File: src/hdl/sbbo_pkg.sv
// Shared types and constants of the sparse bitmap bit operations unit.
package sbbo_pkg;

    localparam int IDX_BITS     = 12;
    localparam int REQ_BITS     = 2;
    localparam int POS_W        = IDX_BITS - 3;
    localparam int WORDS_USED_W = 6;
    localparam int S_DATA_W     = 16;
    localparam int M_DATA_W     = 8;

    typedef enum logic [REQ_BITS-1:0] {
        REQ_SET   = 2'd0,
        REQ_CLEAR = 2'd1,
        REQ_TEST  = 2'd2,
        REQ_FLUSH = 2'd3
    } t_req;

    typedef enum logic [2:0] {
        CELL_HOLD,
        CELL_OR_BIT,
        CELL_AND_NOT,
        CELL_INSERT,
        CELL_REMOVE,
        CELL_FLUSH
    } t_cell_op;

    typedef enum logic [1:0] {
        ST_IDLE,
        ST_DECODE,
        ST_SPLIT,
        ST_EXEC
    } t_state;

    typedef struct packed {
        logic valid;
        logic lt;
        logic eq;
    } t_cell_stat;

endpackage

File: src/hdl/sbbo_split.sv
// Splits a bit index into word position and bit in word in three register stages.
module sbbo_split #(
    parameter int WORD_BITS  = 64,
    parameter int MASK_WORDS = 64
) (
    input  logic                               i_clk,
    input  logic                               i_load,
    input  logic [sbbo_pkg::IDX_BITS-1:0]      i_idx,
    output logic [$clog2(MASK_WORDS)-1:0]      o_tag,
    output logic [$clog2(WORD_BITS)-1:0]       o_bit,
    output logic                               o_in_range
);

    localparam int IDX_W   = sbbo_pkg::IDX_BITS;
    localparam int POS_W   = sbbo_pkg::POS_W;
    localparam int TAG_W   = $clog2(MASK_WORDS);
    localparam int BIT_W   = $clog2(WORD_BITS);
    localparam int SH      = IDX_W + $clog2(WORD_BITS) + 1;
    localparam int RECIP_W = SH - 2;
    localparam int PROD_W  = IDX_W + RECIP_W;
    localparam logic [RECIP_W-1:0] RECIP = RECIP_W'((2 ** SH + WORD_BITS - 1) / WORD_BITS);

    logic [IDX_W-1:0]  r_idx;
    logic [POS_W-1:0]  r_pos;
    logic [PROD_W-1:0] w_prod;
    logic [IDX_W-1:0]  w_base;

    assign w_prod = PROD_W'(r_idx) * PROD_W'(RECIP);
    assign w_base = IDX_W'(r_pos * WORD_BITS);

    always_ff @(posedge i_clk) begin
        if (i_load) begin
            r_idx <= i_idx;
        end
        r_pos      <= w_prod[SH +: POS_W];
        o_bit      <= BIT_W'(r_idx - w_base);
        o_tag      <= r_pos[TAG_W-1:0];
        o_in_range <= (r_pos < POS_W'(MASK_WORDS));
    end

endmodule

File: config.mk
export PLATFORM = sky130hd
export DESIGN_NAME = sbbo_split
export DESIGN_NICKNAME = d
export VERILOG_FILES = /design/src/hdl/sbbo_pkg.sv /design/src/hdl/sbbo_split.sv
export SDC_FILE = /design/constraint.sdc
export NUM_CORES = 1
export LEC_CHECK = 0
export ABC_AREA = 1
export BUFFER_PORTS_ARGS = -buffer_cell sky130_fd_sc_hd__clkbuf_2
export CAP_MARGIN = 20
export CORE_MARGIN = 2
export CORE_UTILIZATION = 40
export CTS_BUF_LIST = sky130_fd_sc_hd__clkbuf_16
export CTS_CLUSTER_SIZE = 40
export DETAILED_ROUTE_END_ITERATION = 7
export HOLD_SLACK_MARGIN = 0.08
export PLACE_DENSITY = 0.75
export SLEW_MARGIN = 20
export SYNTH_ARGS = -nofsm -noshare
export SYNTH_HDL_FRONTEND = slang
export SYNTH_SLANG_ARGS = --single-unit
File: constraint.sdc
create_clock -name i_clk -period 0.8 [get_ports i_clk]
set_clock_uncertainty 0.2 [all_clocks]
set_input_delay 0.16 -clock i_clk [delete_from_list [all_inputs] [get_ports i_clk]]
set_output_delay 0.16 -clock i_clk [all_outputs]
set_load 0.03 [all_outputs]
==> out/qor.yml, run 1 <==
setup_path:
  r2r_start: "r_idx[3]$_DFFE_PP_"
  max_stage_delay_ns: 0.32
  crit_family: "flip-flops"
  r2r_cells: 0
  timing.critical_path.buf_inv: 1
  path_max_fanout: 1
  r2r_slack_ns: 0.11
  cp.depth: 1
  cp_cell_sequence: "buf_8"
  end_kind: "output pin"
  worstSetupStartpointType: "register"
  critPathKind: "register to output pin"
  critPathArrivalTime_ns: 0.71
  rr_endpoint: "o_bit[3]$_DFF_P_"
  slowest_stage: "dfxtp_2"
  required_ns: 0.44
die:
  start_util_pct: 42.39
  core_sq_um: 1727
  fp.dieArea_sq_um: 2188
  die_w_um: 46.78
  die_y_um: 46.78
  io_pins: 27
  fp-row-count: 15
final_layout:
  final_cell_mix: "clkbuf_2 (13), dfxtp_2 (12), buf_8 (12), edfxtp_1 (12), dfxtp_1 (6)"
  synthToLayoutAreaGrowth_pct: 58.12
  drive_above_1_share_pct: 68.75
  antenna_cells: 0
  instances_no_fill: 89
  stdcell_area_sq_um: 1157
  nNetsFinal: 77
  final_common_cell: "clkbuf_2"
  fin_util_pct: 67.03
route:
  dr.pass1.iters: 2
  via_per_inst: 3.708
  ant_nets: 0
  wl_per_cell_um: 8.955
  num_vias: 330
  drt_iter0_markers: 3
  drc: 0
  finalWirelength_um: 797
worst_hold_path:
  hold_depth: 1
  hold-path-endpoint: "r_idx[10]$_DFFE_PP_"
  hold_path_class: "input pin to register"
  min-delay-start: "i_idx[10]"
outcome:
  outcome: "finished with violations"
  violations: "hold timing, setup timing"
synth:
  synth.yosys.seq_area_share_pct: 98.46
  synth_cells: 32
  synth_area_per_cell_sq_um: 22.87
  syn-cell-area_sq_um: 732.0
  syn-num-nets: 46
  ys_types: 4
  yosys_warnings: 0
  yosys_register_bits: 30
timing:
  finalCritPeriodShare_pct: 134.1
  grt_setup_unrepaired: "yes"
  whs_ns: -0.1343
  fin_crit_ns: 1.073
  final.setup.tns_ns: -3.231
  finalHoldViolCount: 12
  finalMaxSlewViolations: 0
  fin_ws_ns: -0.2728
  clock.fmax_mhz: 932.1
  setup_viol: 12
job:
  cap_violations: 0
cts:
  cts_tree: "yes"
  path_clk_slew_ns: 0.05
  htreeDepth: 2
  cts_made_buffers: 5
  clkSinkCount: 30
  clock_latency_ns: 0.26
  cts-root-buf: "clkbuf_16"
  clockBufferDepth: 2
  post_cts_buffers: 0
place:
  portBuffers: 25
  dp_cells: 81
  place_area_sq_um: 895.9
  gp_congestion: 0.5969
  dp_slack_ns: -0.1353
power_and_ir_drop:
  ir_drop_mv: 2.291
  powerDensity_nw_per_um2: 3248
  p_leak_nw: 0.4829
  p_total_mw: 3.759
global_route:
  antenna_found_initial: 0
  gr-total-overflow: 0
  grt_start_max_net_pins: 13
  grt_first_pass_wirelength_um: 1338
  grt_use_total_pct: 10.45
  grt_pass1_vias: 318
-- worst max-delay path by stage --
stage                      from            endpoint
6_report       o_bit[5]$_DFF_P_            o_bit[5]
4_1_cts        o_bit[5]$_DFF_P_            o_bit[5]
3_5_place_dp             i_load  r_idx[4]$_DFFE_PP_
5_1_grt        o_bit[5]$_DFF_P_            o_bit[5]
2_1_floorplan  o_bit[0]$_DFF_P_            o_bit[0]
3_3_place_gp             i_load  r_idx[3]$_DFFE_PP_
-- what timing repair did --
item	CTS	global route
resized for setup	24	12
endpoints found under the hold margin	12	12
setup endpoints to repair	12	12
-- metal layers --
metal	GRT usage [%]	up-vias	share of wire (%)
met4	8.333	0	1.1
met2	12.88	25	45
met3	9.231	2	16
met5	0	-	0
met1	11.03	136	38
li1	-	167	-
-- layout make-up --
cell class | count | area [sq um]
clock inverters | 3 | 16.27
well taps | 25 | 31.28
multi-input cells | 1 | 3.754
flip-flops and latches | 30 | 735.7
clock buffers | 5 | 125.1
fillers | 118 | 569.3
repair buffers | 25 | 245.2
-- cells in the mapped netlist, drive strengths merged --
library cell	count	area share, %
buf	1	1.0
conb	1	0.51
dfxtp	18	49
edfxtp	12	49
-- logic make-up after synthesis --
kind of cell / count (synthesis) / synth area share (%)
other: 1 / 0.5123
flip-flops: 30 / 98.46
buffers and inverters: 1 / 1.026
-- state kept, by name, indices dropped and copies added, names as in the netlist --
signal	count
o_bit	6
o_tag	6
r_idx	12
r_pos	6
-- report_power, final --
group / total (mW) / switching [mW] / leakage (nW) / internal (mW)
Sequential: 1.78 / 0.0448 / 0.269 / 1.73
Clock: 1.70 / 0.577 / 0.0672 / 1.13
Combinational: 0.279 / 0.135 / 0.146 / 0.144
Power figures use the tool's default switching activity.
==> inputs of run 2 (changes only) <==
==> constraint.sdc (replaced) <==
create_clock -name i_clk -period 0.8 [get_ports i_clk]
set_clock_uncertainty 0.2 [all_clocks]
set_input_delay 0.04 -clock i_clk [delete_from_list [all_inputs] [get_ports i_clk]]
set_output_delay 0.04 -clock i_clk [all_outputs]
set_load 0.03 [all_outputs]
==> out/qor.yml, run 2 (same netlist as run 1, synthesis figures left out) <==
die:
  start_util_pct: 42.39  # unchanged
  io_pins: 27  # unchanged
  fp-row-count: 15  # unchanged
  core_sq_um: 1727  # unchanged
  die_y_um: 46.78  # unchanged
  die_w_um: 46.78  # unchanged
  fp.dieArea_sq_um: 2188  # unchanged
setup_path:
  path_max_fanout: 1  # unchanged
  max_stage_delay_ns: 0.33  # was 0.32 ns
  critPathKind: "register to output pin"  # unchanged
  end_kind: "output pin"  # unchanged
  slowest_stage: "dfxtp_2"  # unchanged
  worstSetupStartpointType: "register"  # unchanged
  critPathArrivalTime_ns: 0.71  # about the same
  required_ns: 0.56  # was 0.44 ns
  crit_family: "flip-flops"  # unchanged
  cp_cell_sequence: "buf_8"  # unchanged
  timing.critical_path.buf_inv: 1  # unchanged
final_layout:
  top_register: "r_idx"  # unchanged
  final_common_cell: "clkbuf_2"  # unchanged
  final_cell_mix: "clkbuf_2 (13), dfxtp_2 (12), buf_8 (12), edfxtp_1 (12), dfxtp_1 (6)"  # unchanged
  synthToLayoutAreaGrowth_pct: 58.12  # unchanged
  instances_no_fill: 89  # unchanged
  antenna_cells: 0  # unchanged
  largest_reg_flops: 12  # unchanged
  stdcell_area_sq_um: 1157  # unchanged
  nNetsFinal: 77  # unchanged
  drive_above_1_share_pct: 68.75  # unchanged
  fill_cells: 119  # was 118
power_and_ir_drop:
  p_total_mw: 3.748  # was 3.759 mW
  switching_power_mw: 0.7461  # was 0.7565 mW
  p_leak_nw: 0.4829  # unchanged
  sw_frac_of_total_pct: 19.91  # was 20.13%
  combPwrFrac_pct: 7.5  # was 7.4%
  power.internal_mw: 3.002  # about the same
  power.share.sequential_pct: 47.4  # was 47.3%
  powerDensity_nw_per_um2: 3238  # was 3248 nW/um^2
  ir_drop_mv: 2.273  # was 2.291 mV
  pwr-share-clk_pct: 45.1  # was 45.3%
route:
  num_vias: 330  # unchanged
  ant_nets: 0  # unchanged
  wl_per_cell_um: 9.157  # was 8.955 um
  dr.pass1.iters: 2  # unchanged
  drc: 0  # unchanged
  drt_iter0_markers: 1  # was 3
  finalWirelength_um: 815  # was 797 um
  via_per_inst: 3.708  # unchanged
timing:
  finalCritPeriodShare_pct: 118.9  # was 134.1%
  fin_crit_ns: 0.9515  # was 1.073 ns
  finalHoldViolCount: 24  # was 12
  grt_setup_unrepaired: "yes"  # unchanged
  fin_ws_ns: -0.1515  # was -0.2728 ns
  whs_ns: -0.2534  # was -0.1343 ns
  clock.fmax_mhz: 1051  # was 932.1 MHz
  finalMaxSlewViolations: 0  # unchanged
  final.setup.tns_ns: -1.768  # was -3.231 ns
  setup_viol: 12  # unchanged
worst_hold_path:
  hold_path_class: "input pin to register"  # unchanged
place:
  dp_cells: 81  # unchanged
  place_area_sq_um: 880.8  # was 895.9 sq um
  gp_congestion: 0.6032  # was 0.5969
  portBuffers: 25  # unchanged
job:
  cap_violations: 0  # unchanged
cts:
  post_cts_buffers: 0  # unchanged
  cts_tree: "yes"  # unchanged
  htreeDepth: 2  # unchanged
  path_clk_slew_ns: 0.05  # about the same
  cts_made_buffers: 5  # unchanged
  clkSinkCount: 30  # unchanged
  clockBufferDepth: 2  # unchanged
  clock_latency_ns: 0.27  # was 0.26 ns
  cts-root-buf: "clkbuf_16"  # unchanged
outcome:
  violations: "hold timing, setup timing"  # unchanged
  outcome: "finished with violations"  # unchanged
global_route:
  grt_first_pass_wirelength_um: 1304  # was 1338 um
  antenna_found_initial: 0  # unchanged
  global_route.peak_usage_layer: "met2"  # unchanged
  grt_pass1_vias: 286  # was 318
  grt_use_total_pct: 10.05  # was 10.45%
  gr-total-overflow: 0  # unchanged
  use_met3_pct: 6.923  # was 9.231%
  use_met1_pct: 10.80  # was 11.03%
  grt_start_max_net_pins: 13  # unchanged
  grt_util_met2_pct: 12.60  # was 12.88%
## run 2: power groups by stage
stage                     combinational [mW]  clock [mW]  sequential [mW]
after floorplan                      0.00987           0             1.87
after global placement                 0.188           0             1.77
after detailed placement               0.190           0             1.78
after CTS                              0.261        1.73             1.77
after global routing                   0.293        1.84             1.78
final                                  0.280        1.69             1.78
## run 2: what timing repair did
action / in CTS / in global routing
resized for setup: 35 / 13
hold endpoints to repair: 24 / 24
cloned: 0 / 0
endpoints found under the setup margin: 12 / 12
## run 2: final timing paths
kind	from	end	slack [ns]	cells past startpoint
worst max-delay path	o_bit[4]$_DFF_P_	o_bit[4]	-0.15	1
worst min-delay path	i_idx[9]	r_idx[9]$_DFFE_PP_	-0.25	1
worst max register to register	r_idx[6]$_DFFE_PP_	r_pos[0]$_DFF_P_	0.10	0
worst min register to register	r_pos[4]$_DFF_P_	o_tag[4]$_DFF_P_	0.12	0
## run 2: area by class of cell
cell class / instances / area [sq um] / share of cell area [%]
flip-flops and latches: 30 / 735.7 / 63.57
repair buffers: 25 / 245.2 / 21.19
clock buffers: 5 / 125.1 / 10.81
well taps: 25 / 31.28 / 2.703
clock inverters: 3 / 16.27 / 1.405
multi-input cells: 1 / 3.754 / 0.3243
## run 2: routing by layer
metal / vias to the layer above / share of wire [%]
li1: 166 / -
met1: 137 / 39
met2: 24 / 45
met3: 3 / 13
met4: 0 / 2.6
met5: - / 0
## run 2: stage by stage
step / hold slack, ns / util (%) / setup WS [ns]
after global placement: 0.01802 / 51.01 / -0.004554
final: -0.2534 / 67.03 / -0.1515
after global routing: -0.2583 / 67.03 / -0.1761
after CTS: -0.2590 / 66.09 / -0.1755
after detailed placement: 0.01861 / 51.01 / -0.02270
after floorplan: -0.06113 / - / 0.1007
