### config.mk
export PLATFORM = sky130hd
export DESIGN_NAME = sbbo_cell
export DESIGN_NICKNAME = d
export VERILOG_FILES = /design/src/hdl/sbbo_pkg.sv /design/src/hdl/sbbo_cell.sv
export SDC_FILE = /design/constraint.sdc
export NUM_CORES = 1
export LEC_CHECK = 0
export BUFFER_PORTS_ARGS = -buffer_cell sky130_fd_sc_hd__buf_2
export CELL_PAD_IN_SITES_DETAIL_PLACEMENT = 1
export CELL_PAD_IN_SITES_GLOBAL_PLACEMENT = 2
export CORE_AREA = 10 10 153 155
export DETAILED_ROUTE_END_ITERATION = 10
export DIE_AREA = 0 0 163 165
export PLACE_DENSITY_LB_ADDON = 0.1
export SETUP_SLACK_MARGIN = 0.4
export SLEW_MARGIN = 20
export SYNTH_ARGS = -nofsm -noshare
export SYNTH_HDL_FRONTEND = slang
export SYNTH_SLANG_ARGS = --single-unit
### constraint.sdc
create_clock -name i_clk -period 6 [get_ports i_clk]
set_input_delay 0.3 -clock i_clk [delete_from_list [all_inputs] [get_ports i_clk]]
set_output_delay 0.3 -clock i_clk [all_outputs]
set_load 0.03 [all_outputs]
### src/hdl/sbbo_pkg.sv
// Shared types and constants of the sparse bitmap bit operations unit.
package sbbo_pkg;

    localparam int IDX_BITS     = 12;
    localparam int REQ_BITS     = 2;
    localparam int POS_W        = IDX_BITS - 3;
    localparam int WORDS_USED_W = 6;
    localparam int S_DATA_W     = 16;
    localparam int M_DATA_W     = 8;

    typedef enum logic [REQ_BITS-1:0] {
        REQ_SET   = 2'd0,
        REQ_CLEAR = 2'd1,
        REQ_TEST  = 2'd2,
        REQ_FLUSH = 2'd3
    } t_req;

    typedef enum logic [2:0] {
        CELL_HOLD,
        CELL_OR_BIT,
        CELL_AND_NOT,
        CELL_INSERT,
        CELL_REMOVE,
        CELL_FLUSH
    } t_cell_op;

    typedef enum logic [1:0] {
        ST_IDLE,
        ST_DECODE,
        ST_SPLIT,
        ST_EXEC
    } t_state;

    typedef struct packed {
        logic valid;
        logic lt;
        logic eq;
    } t_cell_stat;

endpackage

### src/hdl/sbbo_cell.sv
// One store cell holding a word, its position tag and a valid bit.
module sbbo_cell #(
    parameter int WORD_BITS = 64,
    parameter int TAG_W     = 6
) (
    input  logic                  i_clk,
    input  logic                  i_rst_n,
    input  sbbo_pkg::t_cell_op    i_op,
    input  logic [TAG_W-1:0]      i_pos,
    input  logic [WORD_BITS-1:0]  i_onebit,
    input  sbbo_pkg::t_cell_stat  i_prev_stat,
    input  logic [TAG_W-1:0]      i_prev_tag,
    input  logic [WORD_BITS-1:0]  i_prev_data,
    input  logic                  i_next_valid,
    input  logic [TAG_W-1:0]      i_next_tag,
    input  logic [WORD_BITS-1:0]  i_next_data,
    output sbbo_pkg::t_cell_stat  o_stat,
    output logic [TAG_W-1:0]      o_tag,
    output logic [WORD_BITS-1:0]  o_data
);

    logic                 r_valid;
    logic                 n_valid;
    logic [TAG_W-1:0]     r_tag;
    logic [TAG_W-1:0]     n_tag;
    logic [WORD_BITS-1:0] r_data;
    logic [WORD_BITS-1:0] n_data;
    logic                 w_lt;
    logic                 w_eq;

    assign w_lt   = r_valid && (r_tag < i_pos);
    assign w_eq   = r_valid && (r_tag == i_pos);
    assign o_stat = '{valid: r_valid, lt: w_lt, eq: w_eq};
    assign o_tag  = r_tag;
    assign o_data = r_data;

    always_comb begin
        n_valid = r_valid;
        n_tag   = r_tag;
        n_data  = r_data;
        case (i_op)
            sbbo_pkg::CELL_OR_BIT: begin
                if (w_eq) begin
                    n_data = r_data | i_onebit;
                end
            end
            sbbo_pkg::CELL_AND_NOT: begin
                if (w_eq) begin
                    n_data = r_data & ~i_onebit;
                end
            end
            sbbo_pkg::CELL_INSERT: begin
                if (!w_lt) begin
                    if (i_prev_stat.lt) begin
                        n_valid = 1'b1;
                        n_tag   = i_pos;
                        n_data  = i_onebit;
                    end else if (i_prev_stat.valid) begin
                        n_valid = 1'b1;
                        n_tag   = i_prev_tag;
                        n_data  = i_prev_data;
                    end
                end
            end
            sbbo_pkg::CELL_REMOVE: begin
                if (r_valid && !w_lt) begin
                    n_valid = i_next_valid;
                    n_tag   = i_next_tag;
                    n_data  = i_next_data;
                end
            end
            sbbo_pkg::CELL_FLUSH: begin
                n_valid = 1'b0;
            end
            default: begin
                n_valid = r_valid;
            end
        endcase
    end

    always_ff @(posedge i_clk) begin
        if (!i_rst_n) begin
            r_valid <= 1'b0;
        end else begin
            r_valid <= n_valid;
        end
    end

    always_ff @(posedge i_clk) begin
        r_tag  <= n_tag;
        r_data <= n_data;
    end

endmodule

==> results of run 1 <==
[metrics by stage]
stage / std cells / util [%] / setup WS [ns] / total power [mW]
3_3_place_gp: 1018 / 31.8 / 3.12 / 0.897
2_1_floorplan: 491 / - / 0.982 / 0.773
6_report: 1041 / 33.2 / 3.25 / 1.41
5_1_grt: 1040 / 33.2 / 3.01 / 1.48
3_5_place_dp: 1018 / 31.8 / 3.10 / 0.908
4_1_cts: 1034 / 33.1 / 3.16 / 1.43
[cells by family after synthesis]
kind of cell               synth area share [%]
buffers and inverters                      6.22
DFF                                        44.1
AOI/OAI and AO/OA                          20.6
muxes                                      14.6
adders and majority gates                  1.56
xor gates and xnor gates                  0.182
and+or+nand+nor                            12.7
[state kept, by name, summed over array words and instances (netlist names)]
name and cells:
o_data 64, r_valid 1, o_tag 6
[tightest hold or removal path: stages]
cell      delay, ns
buf_2          0.10
inv_1          0.05
a221oi_1       0.04
[cell type report]
class / instances / share of cell area [%]
tap: 270 / 5.04
clock inverter: 7 / 0.598
clock buffer: 9 / 3.36
antenna: 7 / 0.262
sequential: 71 / 31.7
inverter: 8 / 0.448
timing repair buffer: 296 / 22.6
multi-input combinational: 373 / 36.0
[per-layer routing]
metal | vias to the layer above | GRT usage, % | wire length [um]
met3 | 25 | 5.90 | 1940
li1 | 2429 | - | -
met5 | - | 0 | 13
met1 | 2477 | 17.5 | 9140
met4 | 2 | 6.02 | 388
met2 | 194 | 27.4 | 11000
[final timing paths]
kind              slack, ns    endpoint      from  cells past startpoint
setup / recovery       3.25  o_data[21]  o_tag[5]                      5
hold / removal         0.20     r_valid   i_rst_n                      3
setup reg to reg       3.25  o_data[21]  o_tag[5]                      5
hold reg to reg        0.55     r_valid   r_valid                      2
[synth_stat cells (3+ instances only)]
cell type  count  area, um^2
nand2_1       74         278
mux2i_1       70         701
buf_2          8        40.0
buf_4          4        30.0
o211ai_1      65         488
o22ai_1       64         400
inv_1          8        30.0
clkbuf_1      14        52.6
buf_6         13         146
a21oi_1        3        15.0
nor2_1        67         251
ha_1           6        75.1
edfxtp_1      70        2100
o21ai_0        7        35.0
[report_power, final]
part	total (mW)	internal (mW)	switching [mW]
clock network	0.513	0.276	0.237
registers	0.582	0.573	0.00876
logic	0.311	0.133	0.178
total	1.41	0.982	0.423
==> impl_metrics.py, run 1 <==
metrics = {
    "synth": {
        "ys_ff_latch": 71,
        "ys_seq_area_share_pct": 44.1,
        "synth_edf_count": 70,
        "syn_inst": 491,
        "synth_warnings": 0,
        "yosysUniqueCellTypes": 31,
        "synth_area_um2": 4810,
        "synth_area_per_cell_um2": 9.79,
        "yosys_most_used_dff": "edfxtp_1",
        "synthArstFlopShare_pct": 0,
        "synth.net_count": 716,
    },
    "global_routing": {
        "grt_max_degree": 78,
        "grt_pass1_wl_um": 33300,
        "grt_pass1_vias": 5697,
        "grt_usage_pct": 15.9,
        "antenna_found_initial": 8,
        "grt_overflow": 0,
    },
    "route": {
        "drtIter0Drc": 202,
        "drc": 0,
        "ant_nets": 0,
        "avgViaCountPerCell": 4.93,
        "vias": 5127,
        "drt_wl_total_um": 22500,
        "dr.pass1.iters": 4,
        "wire_per_inst_um": 21.6,
    },
    "clocking": {
        "postCtsHoldBufs": 0,
        "h-tree-depth": 3,
        "clk_latency_ns": 0.35,
        "cts-root-buf": "clkbuf_16",
        "clockBufferDepth": 2,
        "clkTransAtPathRegs_ns": 0.06,
        "cts_tree": "built",
        "postCtsSetupBuffers": 0,
        "numCtsBuffers": 9,
        "ctsResizeCount": 0,
        "cts.sinks": 71,
    },
    "die": {
        "die_w_um": 163,
        "start_util_pct": 23.8,
        "fp.dieH_um": 165,
        "pin_count": 292,
        "core_um2": 20200,
        "row_count": 52,
        "die_area_um2": 26900,
    },
    "setup_path": {
        "critical_path.cell_chain": "ha_1 > nand4_1 > o2111a_1 > o221ai_4 > buf_12",
        "path_buf_inv": 1,
        "cp.arrival_ns": 2.77,
        "worstPathRequired_ns": 6.02,
        "crit_path_start_kind": "flip-flop",
        "endpoint_kind": "flip-flop",
        "slowest_delay_ns": 0.81,
        "cp_top_family": "compound AO/OA/AOI/OAI gates",
        "crit_type": "flip-flop to flip-flop",
        "crit_fanout": 41,
        "worst_path_max_delay_cell": "o221ai_4",
    },
    "timing": {
        "setup_tns_ns": 0,
        "worstMarginPinSlew_ns": 1.02,
        "period_needed_ns": 2.75,
        "final-max-slew-violation-count": 0,
        "slew_headroom_pct": 32.3,
        "hold_slack_ns": 0.199,
        "clock.fmax_mhz": 363,
        "fin_skew_ns": 0.0138,
        "rsz0062_at_grt": "false",
        "hold_viol_final": 0,
        "setup_viol": 0,
        "timing.final.crit_share_pct": 45.9,
    },
    "finish": {
        "n_fill_cell": 2422,
        "stdcell_area_um2": 6700,
        "fin_nets": 984,
        "final_common_cell": "buf_2",
        "final_cell_mix": "buf_2, nand2_1, mux2i_1, edfxtp_1, nor2_1",
        "drive_above_1_share_pct": 41.5,
        "area_growth_pct": 39.3,
        "multi_input_area_um2": 2410,
        "register_area_um2": 2120,
    },
    "placed_design": {
        "post_dp_cell_area_um2": 6410,
        "gp_congestion": 0.774,
        "dpl.hpwl_um": 16400,
        "place.port_buffers": 290,
    },
    "job": {
        "drv_cap": 0,
    },
    "hold_path": {
        "hold_path_class": "input port to flip-flop",
    },
    "power_and_ir_drop": {
        "power_density_nw_per_um2": 210,
        "p_leak_nw": 2.88,
        "ir_drop_mv": 0.125,
    },
    "outcome": {
        "outcome": "finished, final reports clean",
    },
}
Note: power is estimated with default switching activity, not from simulation.
==> inputs of run 2 (changes only) <==
--- a/config.mk
+++ b/config.mk
@@ -5,12 +5,13 @@
 export SDC_FILE = /design/constraint.sdc
 export NUM_CORES = 1
 export LEC_CHECK = 0
+export ABC_AREA = 1
 export BUFFER_PORTS_ARGS = -buffer_cell sky130_fd_sc_hd__buf_2
 export CELL_PAD_IN_SITES_DETAIL_PLACEMENT = 1
 export CELL_PAD_IN_SITES_GLOBAL_PLACEMENT = 2
-export CORE_AREA = 10 10 153 155
+export CORE_AREA = 10 10 169 171
 export DETAILED_ROUTE_END_ITERATION = 10
-export DIE_AREA = 0 0 163 165
+export DIE_AREA = 0 0 179 181
 export PLACE_DENSITY_LB_ADDON = 0.1
 export SETUP_SLACK_MARGIN = 0.4
 export SLEW_MARGIN = 20
==> constraint.sdc (replaced) <==
create_clock -name i_clk -period 2.35 [get_ports i_clk]
set_input_delay 0.1175 -clock i_clk [delete_from_list [all_inputs] [get_ports i_clk]]
set_output_delay 0.1175 -clock i_clk [all_outputs]
set_load 0.03 [all_outputs]
==> impl_metrics.py, run 2 <==
metrics = {
    "power_and_ir_drop": {
        "p_sw_mw": 1.29,
        "combPwrFrac_pct": 25.5,
        "ir_drop_mv": 0.237,
        "p_int_mw": 2.99,
        "design_power_total_mw": 4.28,
        "p_sw_share_pct": 30.1,
        "power_frac_seq_pct": 36.8,
        "power_density_nw_per_um2": 554,
        "p_leak_nw": 3.42,
        "p_clk_share_pct": 37.8,
    },
    "hold_path": {
        "hold_path_class": "input port to flip-flop",
    },
    "setup_path": {
        "endpoint": "o_data[47]",
        "worstPathRequired_ns": 2.42,
        "cp_num_cells": 12,
        "crit_fanout": 5,
        "cp.arrival_ns": 2.17,
        "crit_type": "flip-flop to flip-flop",
        "r2r-start": "o_tag[5]",
        "slowest_delay_ns": 0.43,
        "critPathLaunch": "o_tag[5]",
        "r2r_slack_ns": 0.25,
        "endpoint_kind": "flip-flop",
        "crit_path_start_kind": "flip-flop",
        "cp_top_family": "simple AND/OR/NAND/NOR gates",
        "reg2reg_to": "o_data[47]",
        "critical_path.cell_chain": "ha_4 > nand2_4 > nor2_2 > nand2_1 > nand4_1 > nand2_1 > nand2_2 > nand2_4 > nor2_4 > buf_12 > buf_6 > clkbuf_16",
        "path_buf_inv": 3,
        "worst_path_max_delay_cell": "edfxtp_1",
        "reg2regPathDepth": 12,
    },
    "job": {
        "drv_cap": 0,
    },
    "synth": {
        "synth_warnings": 0,
        "synth_edf_count": 70,
        "yosysUniqueCellTypes": 25,
        "yosys_most_used_dff": "edfxtp_1",
        "synth_most_common_cell": "nand2_1",
        "synth_area_um2": 5200,
        "synth_area_per_cell_um2": 7.27,
        "ys_seq_area_share_pct": 40.8,
        "synth.net_count": 940,
        "synthArstFlopShare_pct": 0,
        "synth_top_area_share_pct": 40.5,
        "ys_ff_latch": 71,
        "syn_inst": 715,
        "ys_top_cells_by_count": "nand2_1, o21ai_0, edfxtp_1",
        "synthTopCellsByArea": "edfxtp_1, nand2_1, o21ai_0, nand4_1, nand3_1",
        "synth_top_area_cell": "edfxtp_1",
    },
    "finish": {
        "drive_above_1_share_pct": 35.7,
        "final_common_cell": "buf_2",
        "largest_reg_flops": 64,
        "area_growth_pct": 48.7,
        "final_cell_mix": "buf_2, nand2_1, o21ai_0",
        "final_core_util_pct": 30.9,
        "fin_nets": 1228,
        "n_fill_cell": 3142,
    },
    "clocking": {
        "numCtsBuffers": 9,
        "clkTransAtPathRegs_ns": 0.06,
        "clk_latency_ns": 0.35,
        "cts.sinks": 71,
        "clockBufferDepth": 2,
        "cts_tree": "built",
        "h-tree-depth": 3,
        "cts-root-buf": "clkbuf_16",
    },
    "route": {
        "dr.pass1.iters": 4,
        "avgViaCountPerCell": 4.57,
        "wire_per_inst_um": 19.3,
        "drtIter0Drc": 241,
        "ant_nets": 0,
        "drt_wl_total_um": 26000,
        "vias": 6132,
        "drc": 0,
    },
    "timing": {
        "setup_viol": 0,
        "final-max-slew-violation-count": 0,
        "clock.fmax_mhz": 476,
        "fin_skew_ns": 0.00592,
        "timing.final.crit_share_pct": 89.3,
        "hold_viol_final": 0,
        "rsz0062_at_grt": "true",
        "period_needed_ns": 2.10,
        "worstMarginPinSlew_ns": 0.883,
        "slew_headroom_pct": 41.1,
        "setup_slack_ns": 0.251,
    },
    "placed_design": {
        "gp_congestion": 0.747,
        "dpl.hpwl_um": 18100,
        "place_ws_ns": 0.0486,
        "place.port_buffers": 290,
    },
    "global_routing": {
        "grt_overflow": 0,
        "grt_pass1_wl_um": 39100,
        "grt_pass1_vias": 6639,
        "grt_max_degree": 88,
        "antenna_found_initial": 8,
        "grt_usage_pct": 15.5,
    },
    "die": {
        "start_util_pct": 20.8,
        "fp.dieH_um": 181,
        "die_area_um2": 32400,
        "row_count": 58,
        "die_w_um": 179,
        "core_um2": 25000,
        "pin_count": 292,
    },
    "outcome": {
        "outcome": "finished, final reports clean",
    },
}
==> run 2: area by class of cell <==
cell class	instances	area, um^2	area share, %
inverters	60	229	2.96
clock buffers	10	229	2.96
multi-input cells	538	2640	34.2
diodes	5	12.5	0.162
repair buffers	323	1970	25.5
flip-flops and latches	71	2120	27.5
well taps	330	413	5.34
clock inverters	6	109	1.41
==> run 2: kinds of logic (layout without fill, tap and decap cells) <==
kind of cell	count (synthesis)	count (layout)	share of synthesized area (%)
AOI/OAI and AO/OA	120	120	11.7
adders and majority gates	6	6	1.44
and+or+nand+nor	412	412	36.2
other	0	5	0
DFF	71	71	40.8
buffers and inverters	106	399	9.82
==> run 2: timing repair <==
item	in CTS	in global routing
cloned	4	4
resized for setup	9	6
pin swaps	4	7
buffers inserted	8	0
hold buffers	1	0
setup endpoints to repair	64	70
hold endpoints to repair	1	0
==> run 2: worst min-delay path: cells and delay by family <==
| family | cells | cell delay, ns |
|---|---|---|
| simple gates | 2 | 0.11 |
| buf+inv | 1 | 0.07 |
==> run 2: worst min-delay path by stage <==
stage                                from    endpoint  slack, ns  cells after the start
final                     i_next_data[63]  o_data[63]       0.07                      3
after global routing      i_next_data[24]  o_data[24]       0.07                      3
after CTS                 i_next_data[10]  o_data[10]       0.05                      3
after detailed placement          i_rst_n     r_valid       0.35                      3
after global placement            i_rst_n     r_valid       0.35                      3
after floorplan                   i_rst_n     r_valid       0.24                      2
==> run 2: metrics by stage <==
step | instances | hold WS, ns | setup TNS, ns | instance area (um^2)
after floorplan | 715 | 0.238 | -26.03 | 5210
after global placement | 1304 | 0.346 | 0 | 6950
after detailed placement | 1304 | 0.349 | 0 | 6950
after CTS | 1333 | 0.0550 | 0 | 7540
after global routing | 1339 | 0.0713 | 0 | 7720
final | 1343 | 0.0677 | 0 | 7730
==> run 2: power groups by stage <==
stage                     combinational (mW)  clock [mW]  sequential (mW)
after CTS                               1.07        1.67             1.57
after global placement                 0.984           0             1.60
after global routing                    1.22        1.71             1.59
final                                   1.09        1.62             1.57
after detailed placement               0.990           0             1.60
after floorplan                        0.412           0             1.74
==> run 2: layer usage <==
metal / routed length, um / up-vias / track usage (%)
met4: 274 / 10 / 3.97
met5: 62 / - / 0
li1: - / 3039 / -
met1: 11400 / 2875 / 18.9
met2: 12100 / 184 / 25.3
met3: 2200 / 24 / 5.59
==> inputs of run 3 (changes only) <==
--- a/config.mk
+++ b/config.mk
@@ -10,6 +10,7 @@
 export CELL_PAD_IN_SITES_DETAIL_PLACEMENT = 1
 export CELL_PAD_IN_SITES_GLOBAL_PLACEMENT = 2
 export CORE_AREA = 10 10 169 171
+export CTS_CLUSTER_DIAMETER = 200
 export DETAILED_ROUTE_END_ITERATION = 10
 export DIE_AREA = 0 0 179 181
 export PLACE_DENSITY_LB_ADDON = 0.1
==> constraint.sdc (replaced) <==
create_clock -name i_clk -period 1.85 [get_ports i_clk]
set_input_delay 0.0925 -clock i_clk [delete_from_list [all_inputs] [get_ports i_clk]]
set_output_delay 0.0925 -clock i_clk [all_outputs]
set_load 0.03 [all_outputs]
==> impl_metrics.py, run 3 (same netlist as run 2, synthesis figures left out) <==
metrics = {
    "setup_path": {
        "path_buf_inv": 2,
        "critical_path.cell_chain": "ha_4 > nand2_4 > nor2_2 > nand2_1 > nand4_1 > nand2_1 > nand2_2 > nand2_4 > nor2_4 > buf_12 > clkbuf_16",
        "worstPathRequired_ns": 1.90,
        "crit_fanout": 8,
        "worst_path_max_delay_cell": "edfxtp_1",
        "cp_top_family": "simple AND/OR/NAND/NOR gates",
        "cp.arrival_ns": 2.17,
        "crit_type": "flip-flop to flip-flop",
        "crit_path_start_kind": "flip-flop",
        "slowest_delay_ns": 0.42,
        "endpoint_kind": "flip-flop",
    },
    "clocking": {
        "h-tree-depth": 3,
        "cts-root-buf": "clkbuf_16",
        "cts_tree": "built",
        "clockBufferDepth": 2,
        "clk_latency_ns": 0.34,
        "cts.sinks": 71,
        "numCtsBuffers": 9,
        "clkTransAtPathRegs_ns": 0.06,
    },
    "timing": {
        "fin_skew_ns": 0.0114,
        "setup_slack_ns": -0.262,
        "timing.final.crit_share_pct": 114,
        "hold_viol_final": 0,
        "period_needed_ns": 2.11,
        "final-max-slew-violation-count": 0,
        "rsz0062_at_grt": "true",
        "clock.fmax_mhz": 473,
        "slew_headroom_pct": 61.9,
        "setup_viol": 71,
        "worstMarginPinSlew_ns": 0.571,
        "setup_tns_ns": -16.25,
    },
    "finish": {
        "final_cell_mix": "buf_2, nand2_1, o21ai_0",
        "n_fill_cell": 3150,
        "fin_nets": 1238,
        "final_common_cell": "buf_2",
        "final_core_util_pct": 31.1,
        "stdcell_area_um2": 7780,
        "largest_reg_flops": 64,
        "multi_input_area_um2": 2720,
        "area_growth_pct": 49.8,
        "drive_above_1_share_pct": 37.3,
        "register_area_um2": 2120,
    },
    "power_and_ir_drop": {
        "power_density_nw_per_um2": 660,
        "design_power_total_mw": 5.14,
        "combPwrFrac_pct": 27.6,
        "p_sw_mw": 1.63,
        "power_frac_seq_pct": 38.9,
        "p_sw_share_pct": 31.6,
        "p_clk_share_pct": 33.5,
        "p_leak_nw": 3.44,
        "ir_drop_mv": 0.252,
        "p_int_mw": 3.51,
    },
    "placed_design": {
        "post_dp_cell_area_um2": 7090,
        "place.port_buffers": 290,
        "gp_congestion": 0.759,
        "dpl.hpwl_um": 18900,
    },
    "die": {
        "die_area_um2": 32400,
        "core_um2": 25000,
        "row_count": 58,
        "die_w_um": 179,
        "fp.dieH_um": 181,
        "start_util_pct": 20.8,
        "pin_count": 292,
    },
    "global_routing": {
        "grt_pass1_vias": 6714,
        "grt_max_degree": 67,
        "grt_usage_pct": 15.2,
        "antenna_found_initial": 6,
        "grt_pass1_wl_um": 38600,
        "grt_overflow": 0,
    },
    "route": {
        "drtIter0Drc": 253,
        "drt_wl_total_um": 26300,
        "drc": 0,
        "dr.pass1.iters": 4,
        "wire_per_inst_um": 19.5,
        "avgViaCountPerCell": 4.58,
        "ant_nets": 0,
        "vias": 6183,
    },
    "job": {
        "drv_cap": 0,
    },
    "hold_path": {
        "hold_path_class": "input port to flip-flop",
    },
    "outcome": {
        "violations": "setup timing",
        "outcome": "finished with violations",
    },
}
run 3: changes by cell type in the layout (fill, tap and decap cells not counted), moves of 3 or more:
cell and change:
buf_6 +8, buf_16 -5, a21oi_1 -4, buf_12 +4, buf_4 +4, clkinv_2 +3
nand2_1 -3
run 3: cell type report:
| class | instances | area share (%) |
|---|---|---|
| multi-input combinational | 539 | 34.9 |
| sequential | 71 | 27.3 |
| timing repair buffer | 332 | 25.9 |
| tap | 330 | 5.31 |
| inverter | 60 | 2.94 |
| clock buffer | 9 | 2.89 |
| clock inverter | 6 | 0.675 |
| antenna | 4 | 0.129 |
run 3: timing repair:
item	in CTS	in global routing
gates cloned	1	4
pin swaps	1	13
resized for setup	22	16
setup endpoints to repair	73	115
endpoints found under the hold margin	1	0
hold buffers	1	0
buffers inserted	7	4
run 3: tightest hold or removal path, stage by stage:
cell and delay (ns):
buf_2 0.08, nand2_1 0.05, nand4_1 0.07
run 3: per-layer routing:
metal	track usage (%)	part of all wire, %	up-vias
li1	-	-	3056
met1	18.9	46	2918
met2	24.8	46	187
met3	4.63	7.2	18
met4	4.07	1.2	4
met5	0	0.080	-
run 3: metrics by stage:
stage                     hold WS [ns]  setup WS, ns  std cells
after detailed placement         0.323        -0.270       1315
after global routing            0.0478        -0.377       1348
final                           0.0444        -0.262       1351
after global placement           0.324        -0.238       1315
after CTS                       0.0317        -0.191       1339
after floorplan                  0.213        -0.907        715
run 3: power by group through the flow:
stage / sequential [mW] / clock [mW] / combinational (mW)
floorplan: 2.20 / 0 / 0.525
global route: 2.01 / 1.84 / 1.58
global placement: 2.03 / 0 / 1.30
finish: 2.00 / 1.72 / 1.42
detailed placement: 2.03 / 0 / 1.31
CTS: 1.99 / 1.78 / 1.38
run 3: path summary, 6_finish.rpt:
kind,slack (ns),to,start,cells after the start
worst min register to register,0.61,o_data[55],o_data[55],2
worst min-delay path,0.04,o_data[17],i_next_data[17],3
worst max register to register,-0.26,o_data[45],o_tag[5],11
worst max-delay path,-0.26,o_data[45],o_tag[5],11
